[src/rtl/core/der_rsa_key_header_locator_top_defines.svh]
// assertion macros for the der rsa key header locator
// used by der_rsa_key_header_locator_top; needs clk and arst_n in scope
`ifndef DER_RSA_KEY_HEADER_LOCATOR_TOP_DEFINES_SVH
`define DER_RSA_KEY_HEADER_LOCATOR_TOP_DEFINES_SVH

// same-cycle implication
`define DRKHL_ASSERT_NOW(label, ante, cons, msg) \
	label: assert property (@(posedge clk) disable iff (!arst_n) (ante) |-> (cons)) \
		else $error(msg);

// next-cycle implication
`define DRKHL_ASSERT_NEXT(label, ante, cons, msg) \
	label: assert property (@(posedge clk) disable iff (!arst_n) (ante) |=> (cons)) \
		else $error(msg);

`endif

[src/rtl/core/drkhl_pkg.sv]
// shared types, constants and tables for the der rsa key header locator
// no dependencies; used by the channel interfaces and the top level
package drkhl_pkg;

	localparam int OFFSET_BITS      = 16;
	localparam int MAX_LENGTH_BYTES = 4;

	localparam int DATA_W       = 8;
	localparam int KEY_OFFSET_W = 16;
	localparam int STATUS_W     = 2;
	localparam int ACC_W        = 8 * MAX_LENGTH_BYTES;
	localparam int LEN_CNT_W    = $clog2(MAX_LENGTH_BYTES + 1);
	localparam int CMP_W        = (ACC_W > OFFSET_BITS) ? ACC_W : OFFSET_BITS;
	localparam int OFF_EXT_W    = (OFFSET_BITS > KEY_OFFSET_W) ? OFFSET_BITS : KEY_OFFSET_W;
	localparam int ELEM_W       = 3;

	localparam int APB_ADDR_W = 3;
	localparam int APB_DATA_W = 32;
	localparam logic KEY_MODE_REG = 1'b0;

	localparam logic [ELEM_W-1:0] LAST_ELEM = 3'd4;

	localparam logic [DATA_W-1:0] TAG_SEQUENCE     = 8'h30;
	localparam logic [DATA_W-1:0] TAG_INTEGER      = 8'h02;
	localparam logic [DATA_W-1:0] TAG_BIT_STRING   = 8'h03;
	localparam logic [DATA_W-1:0] TAG_OCTET_STRING = 8'h04;

	localparam logic [STATUS_W-1:0] ST_FOUND = 2'd0;
	localparam logic [STATUS_W-1:0] ST_TAG   = 2'd1;
	localparam logic [STATUS_W-1:0] ST_SHORT = 2'd2;
	localparam logic [STATUS_W-1:0] ST_LARGE = 2'd3;

	localparam logic MODE_PUBLIC  = 1'b0;
	localparam logic MODE_PRIVATE = 1'b1;

	typedef enum logic [1:0] {
		ACT_HEADER,
		ACT_SKIP,
		ACT_ONE,
		ACT_DONE
	} act_t;

	// expected tag of each wrapper element
	function automatic logic [DATA_W-1:0] elem_tag(input logic mode,
		input logic [ELEM_W-1:0] elem);
		logic [DATA_W-1:0] tag;
		tag = TAG_SEQUENCE;
		case ({mode, elem})
			{MODE_PUBLIC, 3'd2}:  tag = TAG_BIT_STRING;
			{MODE_PRIVATE, 3'd1}: tag = TAG_INTEGER;
			{MODE_PRIVATE, 3'd3}: tag = TAG_OCTET_STRING;
			default:              tag = TAG_SEQUENCE;
		endcase
		return tag;
	endfunction

	// what to do once an element's length is known
	function automatic act_t elem_act(input logic mode, input logic [ELEM_W-1:0] elem);
		act_t act;
		act = ACT_DONE;
		case ({mode, elem})
			{MODE_PUBLIC, 3'd0}:  act = ACT_HEADER;
			{MODE_PUBLIC, 3'd1}:  act = ACT_SKIP;
			{MODE_PUBLIC, 3'd2}:  act = ACT_ONE;
			{MODE_PRIVATE, 3'd0}: act = ACT_HEADER;
			{MODE_PRIVATE, 3'd1}: act = ACT_SKIP;
			{MODE_PRIVATE, 3'd2}: act = ACT_SKIP;
			{MODE_PRIVATE, 3'd3}: act = ACT_HEADER;
			default:              act = ACT_DONE;
		endcase
		return act;
	endfunction

endpackage

[src/rtl/core/drkhl_byte_if.sv]
// input channel: one key byte per word with buffer start and end marks
// depends on drkhl_pkg
interface drkhl_byte_if;
	logic                           valid;
	logic                           ready;
	logic [drkhl_pkg::DATA_W-1:0]   data_byte;
	logic                           first_byte;
	logic                           last_byte;

	modport source (output valid, data_byte, first_byte, last_byte, input ready);
	modport sink (input valid, data_byte, first_byte, last_byte, output ready);
endinterface

[src/rtl/core/drkhl_result_if.sv]
// result channel: key contents offset and status, one word per buffer
// depends on drkhl_pkg
interface drkhl_result_if;
	logic                                valid;
	logic                                ready;
	logic [drkhl_pkg::KEY_OFFSET_W-1:0]  key_offset;
	logic [drkhl_pkg::STATUS_W-1:0]      status;

	modport source (output valid, key_offset, status, input ready);
	modport sink (input valid, key_offset, status, output ready);
endinterface

[src/rtl/core/der_rsa_key_header_locator_top.sv]
// channel      dir   word                                  handshake
// key_bytes    in    data_byte, first_byte, last_byte      valid/ready
// locate_result out  key_offset, status                    valid/ready
// apb          in    key_mode register at address 0        psel/penable, pready high
//
// one byte per cycle while the output register is free or being drained; a word is
// registered, parsed against the wrapper state, and the result lands in the output
// register; the parse step moves only while that register is free or being drained
// arst_n clears parse state, key_mode and both valid flags
//
// top level of the der rsa key header locator
// depends on drkhl_pkg, drkhl_byte_if, drkhl_result_if and the defines header
`include "der_rsa_key_header_locator_top_defines.svh"

module der_rsa_key_header_locator_top (
	input  logic                                clk,
	input  logic                                arst_n,
	drkhl_byte_if.sink                          key_bytes,
	drkhl_result_if.source                      locate_result,
	input  logic                                psel,
	input  logic                                penable,
	input  logic                                pwrite,
	input  logic [drkhl_pkg::APB_ADDR_W-1:0]    paddr,
	input  logic [drkhl_pkg::APB_DATA_W-1:0]    pwdata,
	output logic [drkhl_pkg::APB_DATA_W-1:0]    prdata,
	output logic                                pready
);

	typedef enum logic [1:0] {
		SUB_TAG,
		SUB_LEN0,
		SUB_LENX,
		SUB_SKIP
	} sub_t;

	// input stage
	logic                               valid_s1;
	logic [drkhl_pkg::DATA_W-1:0]       byte_s1;
	logic                               first_s1;
	logic                               last_s1;

	// parse state
	logic                               key_mode_q;
	logic [drkhl_pkg::ELEM_W-1:0]       elem_q;
	sub_t                               sub_q;
	logic [drkhl_pkg::OFFSET_BITS-1:0]  byte_pos_q;
	logic [drkhl_pkg::ACC_W-1:0]        len_acc_q;
	logic [drkhl_pkg::LEN_CNT_W-1:0]    len_left_q;
	logic [drkhl_pkg::OFFSET_BITS-1:0]  skip_q;
	logic                               finished_q;

	// output register
	logic                               out_valid_q;
	logic [drkhl_pkg::KEY_OFFSET_W-1:0] key_offset_q;
	logic [drkhl_pkg::STATUS_W-1:0]     status_q;

	logic out_free;
	logic fire_s1;
	logic take;
	logic cfg_write;

	// effective state after a restart
	logic [drkhl_pkg::ELEM_W-1:0]       cur_elem;
	sub_t                               cur_sub;
	logic [drkhl_pkg::OFFSET_BITS-1:0]  cur_pos;
	logic [drkhl_pkg::ACC_W-1:0]        cur_acc;
	logic [drkhl_pkg::LEN_CNT_W-1:0]    cur_left;
	logic [drkhl_pkg::OFFSET_BITS-1:0]  cur_skip;
	logic                               cur_fin;

	logic [drkhl_pkg::ELEM_W-1:0]       n_elem;
	logic [drkhl_pkg::ELEM_W-1:0]       elem_inc;
	sub_t                               n_sub;
	logic [drkhl_pkg::OFFSET_BITS-1:0]  next_pos;
	logic [drkhl_pkg::ACC_W-1:0]        n_acc;
	logic [drkhl_pkg::LEN_CNT_W-1:0]    n_left;
	logic [drkhl_pkg::OFFSET_BITS-1:0]  n_skip;
	logic [drkhl_pkg::CMP_W-1:0]        acc_ext;
	logic [drkhl_pkg::CMP_W-1:0]        room_ext;
	logic [drkhl_pkg::OFF_EXT_W-1:0]    off_ext;
	logic [drkhl_pkg::DATA_W-1:0]       exp_tag;
	drkhl_pkg::act_t                    act;
	logic                               pos_max;
	logic                               len_done;
	logic                               has_status;
	logic [drkhl_pkg::STATUS_W-1:0]     n_status;
	logic                               produce;

	assign out_free        = !out_valid_q || locate_result.ready;
	assign fire_s1         = valid_s1 && out_free;
	assign key_bytes.ready = !valid_s1 || out_free;
	assign take            = key_bytes.valid && key_bytes.ready;

	assign locate_result.valid      = out_valid_q;
	assign locate_result.key_offset = key_offset_q;
	assign locate_result.status     = status_q;

	assign pready    = 1'b1;
	assign cfg_write = psel && penable && pwrite && (paddr[2] == drkhl_pkg::KEY_MODE_REG);

	always_comb begin
		prdata = '0;
		if (paddr[2] == drkhl_pkg::KEY_MODE_REG) begin
			prdata[0] = key_mode_q;
		end
	end

	always_comb begin
		if (first_s1) begin
			cur_elem = '0;
			cur_sub  = SUB_TAG;
			cur_pos  = '0;
			cur_acc  = '0;
			cur_left = '0;
			cur_skip = '0;
			cur_fin  = 1'b0;
		end else begin
			cur_elem = elem_q;
			cur_sub  = sub_q;
			cur_pos  = byte_pos_q;
			cur_acc  = len_acc_q;
			cur_left = len_left_q;
			cur_skip = skip_q;
			cur_fin  = finished_q;
		end
	end

	always_comb begin
		next_pos = cur_pos + 1'b1;
		pos_max  = (cur_pos == '1);
		exp_tag  = drkhl_pkg::elem_tag(key_mode_q, cur_elem);
		act      = drkhl_pkg::elem_act(key_mode_q, cur_elem);
		elem_inc = (cur_elem == drkhl_pkg::LAST_ELEM) ? cur_elem : cur_elem + 1'b1;

		n_elem     = cur_elem;
		n_sub      = cur_sub;
		n_acc      = cur_acc;
		n_left     = cur_left;
		n_skip     = cur_skip;
		len_done   = 1'b0;
		has_status = 1'b0;
		n_status   = drkhl_pkg::ST_FOUND;

		if (pos_max) begin
			has_status = 1'b1;
			n_status   = drkhl_pkg::ST_LARGE;
		end else begin
			case (cur_sub)
				SUB_TAG: begin
					if (byte_s1 != exp_tag) begin
						has_status = 1'b1;
						n_status   = drkhl_pkg::ST_TAG;
					end else begin
						n_sub = SUB_LEN0;
					end
				end
				SUB_LEN0: begin
					n_acc = '0;
					if (byte_s1[7]) begin
						if (byte_s1[6:0] > 7'(drkhl_pkg::MAX_LENGTH_BYTES)) begin
							has_status = 1'b1;
							n_status   = drkhl_pkg::ST_LARGE;
						end else if (byte_s1[6:0] == 7'd0) begin
							len_done = 1'b1;
						end else begin
							n_left = byte_s1[drkhl_pkg::LEN_CNT_W-1:0];
							n_sub  = SUB_LENX;
						end
					end else begin
						n_acc[7:0] = byte_s1;
						len_done   = 1'b1;
					end
				end
				SUB_LENX: begin
					n_acc      = cur_acc << 8;
					n_acc[7:0] = byte_s1;
					if (cur_left != '0) begin
						n_left = cur_left - 1'b1;
					end
					if (n_left == '0) begin
						len_done = 1'b1;
					end
				end
				default: begin
					if (cur_skip != '0) begin
						n_skip = cur_skip - 1'b1;
					end
					if (n_skip == '0) begin
						n_elem = elem_inc;
						n_sub  = SUB_TAG;
					end
				end
			endcase
		end

		acc_ext  = '0;
		acc_ext[drkhl_pkg::ACC_W-1:0] = n_acc;
		room_ext = '0;
		room_ext[drkhl_pkg::OFFSET_BITS-1:0] = ~next_pos;

		if (!has_status && len_done) begin
			case (act)
				drkhl_pkg::ACT_HEADER: begin
					n_elem = elem_inc;
					n_sub  = SUB_TAG;
				end
				drkhl_pkg::ACT_SKIP: begin
					if (n_acc == '0) begin
						n_elem = elem_inc;
						n_sub  = SUB_TAG;
					end else if (acc_ext > room_ext) begin
						has_status = 1'b1;
						n_status   = drkhl_pkg::ST_LARGE;
					end else begin
						n_skip = acc_ext[drkhl_pkg::OFFSET_BITS-1:0];
						n_sub  = SUB_SKIP;
					end
				end
				drkhl_pkg::ACT_ONE: begin
					n_skip = '0;
					n_skip[0] = 1'b1;
					n_sub  = SUB_SKIP;
				end
				default: begin
					has_status = 1'b1;
					n_status   = drkhl_pkg::ST_FOUND;
				end
			endcase
		end

		if (!has_status && last_s1) begin
			has_status = 1'b1;
			n_status   = drkhl_pkg::ST_SHORT;
		end

		produce = !cur_fin && has_status;
		off_ext = '0;
		off_ext[drkhl_pkg::OFFSET_BITS-1:0] = next_pos;
	end

	// control registers
	always_ff @(posedge clk or negedge arst_n) begin
		if (!arst_n) begin
			valid_s1    <= 1'b0;
			key_mode_q  <= 1'b0;
			elem_q      <= '0;
			sub_q       <= SUB_TAG;
			byte_pos_q  <= '0;
			len_acc_q   <= '0;
			len_left_q  <= '0;
			skip_q      <= '0;
			finished_q  <= 1'b0;
			out_valid_q <= 1'b0;
		end else begin
			if (cfg_write) begin
				key_mode_q <= pwdata[0];
			end
			if (take) begin
				valid_s1 <= 1'b1;
			end else if (fire_s1) begin
				valid_s1 <= 1'b0;
			end
			if (fire_s1 && !cur_fin) begin
				elem_q     <= n_elem;
				sub_q      <= n_sub;
				byte_pos_q <= next_pos;
				len_acc_q  <= n_acc;
				len_left_q <= n_left;
				skip_q     <= n_skip;
				finished_q <= has_status;
			end
			if (fire_s1 && produce) begin
				out_valid_q <= 1'b1;
			end else if (locate_result.ready) begin
				out_valid_q <= 1'b0;
			end
		end
	end

	// payload registers
	always_ff @(posedge clk) begin
		if (take) begin
			byte_s1  <= key_bytes.data_byte;
			first_s1 <= key_bytes.first_byte;
			last_s1  <= key_bytes.last_byte;
		end
		if (fire_s1 && produce) begin
			status_q     <= n_status;
			key_offset_q <= (n_status == drkhl_pkg::ST_FOUND) ?
				off_ext[drkhl_pkg::KEY_OFFSET_W-1:0] : '0;
		end
	end

	`DRKHL_ASSERT_NOW(a_err_offset_zero, locate_result.valid && (locate_result.status != drkhl_pkg::ST_FOUND), locate_result.key_offset == '0, "error word carries a nonzero offset")
	`DRKHL_ASSERT_NEXT(a_result_finishes, fire_s1 && produce, finished_q, "result given but parse not finished")
	`DRKHL_ASSERT_NOW(a_lenx_count, !finished_q && (sub_q == SUB_LENX), len_left_q != '0, "length byte count empty in long form")
	`DRKHL_ASSERT_NOW(a_skip_count, !finished_q && (sub_q == SUB_SKIP), skip_q != '0, "skip count empty while skipping")

endmodule

[src/flat_wrapper.sv]
// flat-port wrapper written by rule: the top's interface ports become plain ports
module der_rsa_key_header_locator_top_flat 
  (clk, arst_n, psel, penable, pwrite, paddr, pwdata, prdata, pready, key_bytes_valid, key_bytes_data_byte, key_bytes_first_byte, key_bytes_last_byte, key_bytes_ready, locate_result_valid, locate_result_key_offset, locate_result_status, locate_result_ready);
  drkhl_byte_if key_bytes_i ();
  drkhl_result_if locate_result_i ();
  input  logic clk;
  input  logic arst_n;
  input  logic psel;
  input  logic penable;
  input  logic pwrite;
  input  logic [drkhl_pkg::APB_ADDR_W-1:0] paddr;
  input  logic [drkhl_pkg::APB_DATA_W-1:0] pwdata;
  output logic [drkhl_pkg::APB_DATA_W-1:0] prdata;
  output logic pready;
  input wire logic [$bits(key_bytes_i.valid)-1:0] key_bytes_valid;
  input wire logic [$bits(key_bytes_i.data_byte)-1:0] key_bytes_data_byte;
  input wire logic [$bits(key_bytes_i.first_byte)-1:0] key_bytes_first_byte;
  input wire logic [$bits(key_bytes_i.last_byte)-1:0] key_bytes_last_byte;
  output wire logic [$bits(key_bytes_i.ready)-1:0] key_bytes_ready;
  output wire logic [$bits(locate_result_i.valid)-1:0] locate_result_valid;
  output wire logic [$bits(locate_result_i.key_offset)-1:0] locate_result_key_offset;
  output wire logic [$bits(locate_result_i.status)-1:0] locate_result_status;
  input wire logic [$bits(locate_result_i.ready)-1:0] locate_result_ready;
  assign key_bytes_i.valid = key_bytes_valid;
  assign key_bytes_i.data_byte = key_bytes_data_byte;
  assign key_bytes_i.first_byte = key_bytes_first_byte;
  assign key_bytes_i.last_byte = key_bytes_last_byte;
  assign key_bytes_ready = key_bytes_i.ready;
  assign locate_result_valid = locate_result_i.valid;
  assign locate_result_key_offset = locate_result_i.key_offset;
  assign locate_result_status = locate_result_i.status;
  assign locate_result_i.ready = locate_result_ready;
  der_rsa_key_header_locator_top u_core (.clk(clk), .arst_n(arst_n), .key_bytes(key_bytes_i), .locate_result(locate_result_i), .psel(psel), .penable(penable), .pwrite(pwrite), .paddr(paddr), .pwdata(pwdata), .prdata(prdata), .pready(pready));
endmodule
[config.mk]
export PLATFORM = sky130hd
export DESIGN_NAME = der_rsa_key_header_locator_top_flat
export DESIGN_NICKNAME = d
export VERILOG_FILES = /design/src/rtl/core/drkhl_pkg.sv /design/src/rtl/core/drkhl_byte_if.sv /design/src/rtl/core/drkhl_result_if.sv /design/src/rtl/core/der_rsa_key_header_locator_top.sv /design/src/flat_wrapper.sv
export VERILOG_INCLUDE_DIRS = /design/src /design/src/rtl/core
export SDC_FILE = /design/constraint.sdc
export NUM_CORES = 1
export LEC_CHECK = 0
export ABC_AREA = 1
export ABC_CLOCK_PERIOD_IN_PS = 13700
export BUFFER_PORTS_ARGS = -buffer_cell sky130_fd_sc_hd__buf_2
export CORE_MARGIN = 2
export CORE_UTILIZATION = 43
export CTS_BUF_LIST = sky130_fd_sc_hd__clkbuf_8
export DETAILED_ROUTE_END_ITERATION = 10
export PLACE_DENSITY_LB_ADDON = 0.1
export SYNTH_ARGS = -nofsm -noshare
export SYNTH_HDL_FRONTEND = slang
export SYNTH_SLANG_ARGS = --single-unit
[constraint.sdc]
create_clock -name clk -period 13.7 [get_ports clk]
set_clock_uncertainty 0.1 [all_clocks]
set_input_delay 1.37 -clock clk [delete_from_list [all_inputs] [get_ports clk]]
set_output_delay 1.37 -clock clk [all_outputs]
set_load 0.05 [all_outputs]
# == Word level (Yosys, flattened, before mapping) ==
# Index checks and enable logic that the tools add are counted.
# totals
regBits,104
in_bits,52
out_inout_bits,53
word_cells,147
# classes
n_addsub,4
order_cmp,2
n_eq_ne,13
n_mux,78
n_bitwise,2
n_reduce_logical,33
# ops
op,count
2-to-1 mux 16 bit,10
2-to-1 mux 32 bit,2
case mux 32 bit (2 select lines),1
2-to-1 mux 3 bit,15
2-to-1 mux 2 bit,17
> comparator 32 x 16 -> 1 bit,1
logical NOT 32 bit,1
case mux 16 bit (2 select lines),1
2-to-1 mux 1 bit,20
case mux 2 bit (3 select lines),3
case mux 6 bit (3 select lines),1
"adder 16 x 1 -> 16 bit, second input constant",1
"== test 16 bit, second input constant",1
"== test 4 bit, second input constant",4
logical NOT 16 bit,1
inverter 16 bit,1
nonzero test 16 bit,1
"subtractor 16 x 1 -> 16 bit, second input constant",1
case mux 3 bit (2 select lines),2
logical AND 1 bit,10
OR reduction 3 bit,3
!= test 8 x 6 -> 1 bit,1
case mux 2 bit (2 select lines),2
"> comparator 7 x 3 -> 1 bit, second input constant",1
other kinds (19),31

# == Longest topological paths before layout ==
# logic_depth
ltp_word,17
ltp_mapped,32
mapped_depth_nobuf,26

# == Worst setup path after synthesis ==
# No wires, ideal clock.
# synth_path
path_kind,reg2reg
from,reg u_core.first_s1
to,reg u_core.key_offset_q (netlist bit u_core.locate_result.key_offset[0]) (enable)
setup_ns,0.373
arrival_ns,4.074
required_ns,13.227
slack_ns,9.153
path_stages_with_launch,29
n_path_buf,6
synth_period_minus_slack_ns,4.547
path_cell_list,edfxtp_1 -> buf_6 -> inv_4 -> buf_6 -> buf_6 -> buf_2 -> buf_2 -> nand2_1 -> inv_1 -> ha_1 -> nand3_2 -> nor2_2 -> nand2_4 -> nor2_8 -> buf_6 -> o21ai_1 -> nand2_1 -> inv_1 -> ha_1 -> nand2_1 -> nor2_1 -> nand2_1 -> o21bai_1 -> a21oi_1 -> nand3b_1 -> nand4_4 -> nand3_1 -> nand2_1 -> inv_1
# synth_via
elab_cells_between_ends,56
classes_between,add/sub (2); order compare (1); eq/ne (12); mux (24); bitwise (1); reduce/logical (16)
# synth_lines
item,line_no,rtl
"start, declared",der_rsa_key_header_locator_top.sv:39,logic first_s1;
"start signal, assigned",der_rsa_key_header_locator_top.sv:284,first_s1 <= key_bytes.first_byte;
2-to-1 mux 2 bit,der_rsa_key_header_locator_top.sv:109,if (first_s1) begin
== test 2 bit or == test 2 x 1 -> 1 bit (tied branches),der_rsa_key_header_locator_top.sv:148,case (cur_sub)
case mux 32 bit (2 select lines),der_rsa_key_header_locator_top.sv:148,
2-to-1 mux 32 bit (*),der_rsa_key_header_locator_top.sv:144,if (pos_max) begin
"net u_core.acc_ext, one bit",der_rsa_key_header_locator_top.sv:78,logic [drkhl_pkg::CMP_W-1:0] acc_ext;
> comparator 32 x 16 -> 1 bit,der_rsa_key_header_locator_top.sv:211,end else if (acc_ext > room_ext) begin
2-to-1 mux 1 bit,der_rsa_key_header_locator_top.sv:211,
2-to-1 mux 1 bit (*),der_rsa_key_header_locator_top.sv:208,if (n_acc == '0) begin
case mux 1 bit (2 select lines) (*),der_rsa_key_header_locator_top.sv:202,case (act)
2-to-1 mux 1 bit (*),der_rsa_key_header_locator_top.sv:201,if (!has_status && len_done) begin
logical NOT 1 bit,der_rsa_key_header_locator_top.sv:231,if (!has_status && last_s1) begin
logical AND 1 bit,der_rsa_key_header_locator_top.sv:231,
2-to-1 mux 1 bit (*),der_rsa_key_header_locator_top.sv:231,
logical AND 1 bit (*),der_rsa_key_header_locator_top.sv:236,produce = !cur_fin && has_status;
logical AND 1 bit (*),der_rsa_key_header_locator_top.sv:287,if (fire_s1 && produce) begin
"end signal, assigned",der_rsa_key_header_locator_top.sv:289,key_offset_q <= (n_status == drkhl_pkg::ST_FOUND) ?
"end, declared",der_rsa_key_header_locator_top.sv:54,logic [drkhl_pkg::KEY_OFFSET_W-1:0] key_offset_q;
# Mark *: on every way through the listed nets, which the timed path passes. The rest lies on a longest branch. The select of a mux whose other input is x is not followed.
# A chain may end at the register's enable or synchronous reset.

# == Worst setup path in the final report ==
# layout_path
from,reg u_core.first_s1
to,reg u_core.key_offset_q (netlist bit u_core.locate_result.key_offset[14]) (enable)
# The elaborated chain is that of the path after synthesis.

==> results.md <==
* Outcome: finished, final reports clean
* Global placement routability congestion at 0.857
* Crit end category: flip-flop
* Row cnt at 51
* Sequential power share at 40.7%
* WL per Instance at 14.0 um
* Worst-path clk slew at 0.11 ns
* Slew margin rel. at 33.4%
* Clk buf depth at 2
* Worst-case reg-to-reg path depth at 21
* Total power at 0.923 mW
* Vias in the first global route at 6772
* Net Sw Frac at 44.8%
* Nets@finish at 1357
* Leak Pwr at 4.78 nW
* Final non-filler cell total at 1547
* Core region area at 19400 um^2
* Largest net degree at the start of global routing at 87
* TritonCTS clock tree: built
* Max-cap viol count at 0
* Required @ worst endpoint at 13.65 ns
* Crit start category: flip-flop
* Fin worst setup slack at 7.49 ns
* Post-synth ARST share at 73.1%
* Synth area leaders: dfrtp_1, nand2_1, edfxtp_1
* Share of the synthesized area in the top cell type at 22.4%
* Starting Density at 43.8%
* Maximum vdd drop at 0.000125 V
* Setup bufs post-CTS at 0
* Hold Crit Class: flip-flop to flip-flop
* Vias/cell at 4.92
* CP Launch Point: u_core.first_s1
* Height of the die at 145 um
* Mean Syn Cell Area at 6.67 um^2
* Initial drt markers at 454
* Total Wirelength at 21700 um
* Crit share post-route at 45.3%
* Root Buffer: clkbuf_8
* RSZ-0062 raised after global routing: false
* First-pass GRT wire length at 35100 um
* Pwr/cell area at 105 nW/um^2
* Hold_buf cts at 0
* Post-synthesis cell area at 8500 um^2
* Post-layout util at 45.3%
* Post-DP Area at 8610 um^2
* Worst EP arrival at 6.16 ns
* Post-CTS resize count at 0
* Final instance area at 8790 um^2
* Cell taking the most area after synthesis: dfrtp_1
* Main synth FF type: dfrtp_1
* Layout cells sized above 1 at 10.7%
* Hold Vio Cnt, Final at 0
* Post-synthesis sequential area ratio at 32.3%
* Max-slew violation count at 0
* Int Pwr at 0.509 mW
* DRC violations left at 0
* FF-to-FF End: u_core.locate_result.key_offset[14]
* Critical Path Sink: u_core.locate_result.key_offset[14]
* Worst r2r src: u_core.first_s1
* Initial antenna violation count at 0
* Htree depth at 3
* Antenna diodes at 0
* Inst Count DP at 1531
* Minimum clock period at 6.21 ns
* GRT Residual Overflow at 0
* Final ANT Viol Nets at 0
* Clk Latency, worst-skew pair at 0.41 ns
* Synth unique cells at 47
* Hold_ws at 0.393 ns
* DP Worst Slack at 7.43 ns
* Total Routing Usage GR at 21.6%
* Crit Path Class: flip-flop to flip-flop
* Setup TNS at 0 ns
* Post-synth EDFFs at 28
* Crit-path max FO at 39
* Drt first pass iters at 5
* Dpl hpwl at 15100 um
* I/O Buffers at 39
* Ports at 105
* CTS Sinks at 104
* Clock power share at 21.6%
* CTS buffer count at 9
* Ys Warns at 0
* Post-Syn Instances at 1275
* Die area at 20900 um^2
* Die width at 145 um
* Setup Viol. Count Final at 0
* Synth cell count leaders: nand2_1, inv_1, nor2_1, o21ai_0, dfrtp_1
* Count leader, synth: nand2_1
* Max Freq at 161 MHz
* Layout area overhead at 3.47%
* Via count at 7617
* Synthesis-stage register bit count at 104
* Net switching power at 0.414 mW
* Slew @ Worst Pin at 0.995 ns
* Worst reg2reg setup slack at 7.49 ns
* Comb power frac at 37.7%
placed cells by master, fill, tap and decap left out, types with 5 or more instances in the layout:
master,netlist,routed
nand2_1,456,456
inv_1,147,147
nor2_1,123,123
o21ai_0,98,98
dfrtp_1,76,76
nand3_1,65,64
buf_2,15,38
conb_1,2,32
ha_1,28,28
edfxtp_1,28,28
a21oi_1,23,23
nand2_2,16,16
nand4_1,14,14
nor2_4,13,13
xor2_1,12,12
o21ai_1,11,11
nor2_2,10,10
o211ai_2,10,10
clkbuf_8,0,9
nand3_2,7,8
inv_2,7,7
nor3_1,7,7
buf_4,36,6
nand3b_1,5,5
state kept, by name, indices dropped and copies added (netlist names), 2 cells and up:
register and count:
u_core.byte_s1 8, u_core.locate_result.status 2, u_core.locate_result.key_offset 16, u_core.len_acc_q 32
u_core.sub_q 2, u_core.elem_q 3, u_core.byte_pos_q 16, u_core.skip_q 16
u_core.len_left_q 3
power by group through the flow:
stage                     Sequential (mW)  Combinational [mW]  Clock, mW
after global placement              0.382               0.346          0
after CTS                           0.376               0.351      0.207
after floorplan                     0.415               0.242          0
final                               0.376               0.348      0.199
after detailed placement            0.382               0.350          0
after global routing                0.380               0.392      0.218
cell type report:
cell class | count | area, um^2
clock inverter | 7 | 61.3
multi-input combinational | 963 | 4720
timing repair buffer | 44 | 235
fill | 2065 | 10600
inverter | 155 | 584
sequential | 104 | 2740
clock buffer | 9 | 124
tap | 265 | 332
cell families (layout without fill, tap and decap cells):
| kind of cell | after synthesis | after routing | synth area share (%) |
|---|---|---|---|
| flops | 104 | 104 | 32.3 |
| compound gates | 160 | 160 | 11.0 |
| other cells | 2 | 32 | 0.0884 |
| xor+xnor | 15 | 15 | 1.55 |
| fa+ha+maj | 28 | 28 | 4.12 |
| buf+inv | 238 | 215 | 13.6 |
| simple gates | 728 | 728 | 37.4 |
per-layer routing:
| metal | wire (um) | vias up | global-route usage (%) |
|---|---|---|---|
| met5 | 0 | - | 0 |
| met4 | 395 | 0 | 6.03 |
| met3 | 661 | 24 | 2.58 |
| met2 | 9910 | 145 | 35.2 |
| met1 | 10700 | 3492 | 30.4 |
| li1 | - | 3956 | - |
worst max-delay path, stage by stage (launching register included):
cell,delay (ns)
edfxtp_1,0.51
buf_4,0.48
inv_4,0.16
nand3_1,0.67
nand2_1,0.68
inv_2,0.48
nand2_1,0.09
nand2_1,0.08
nand2_1,0.05
nand2_1,0.15
inv_1,0.13
ha_1,0.32
nand2_1,0.07
o21a_1,0.18
nor2_1,0.08
o21bai_1,0.06
a21oi_1,0.29
nand3b_1,0.27
nand4_4,0.16
nand3_1,0.10
nand2_1,0.09
inv_1,0.63
worst min path at each step:
stage          slack [ns]  cells after the start                 from                  end
3_3_place_gp         0.37                      2  u_core.len_acc_q[3]  u_core.len_acc_q[3]
6_report             0.39                      2  u_core.len_acc_q[9]  u_core.len_acc_q[9]
2_1_floorplan        0.35                      2     u_core.skip_q[0]     u_core.skip_q[0]
4_1_cts              0.40                      2    u_core.skip_q[15]    u_core.skip_q[15]
5_1_grt              0.42                      2  u_core.len_acc_q[9]  u_core.len_acc_q[9]
3_5_place_dp         0.37                      2    u_core.skip_q[15]    u_core.skip_q[15]
No activity file was read; power rests on OpenSTA's default activity.
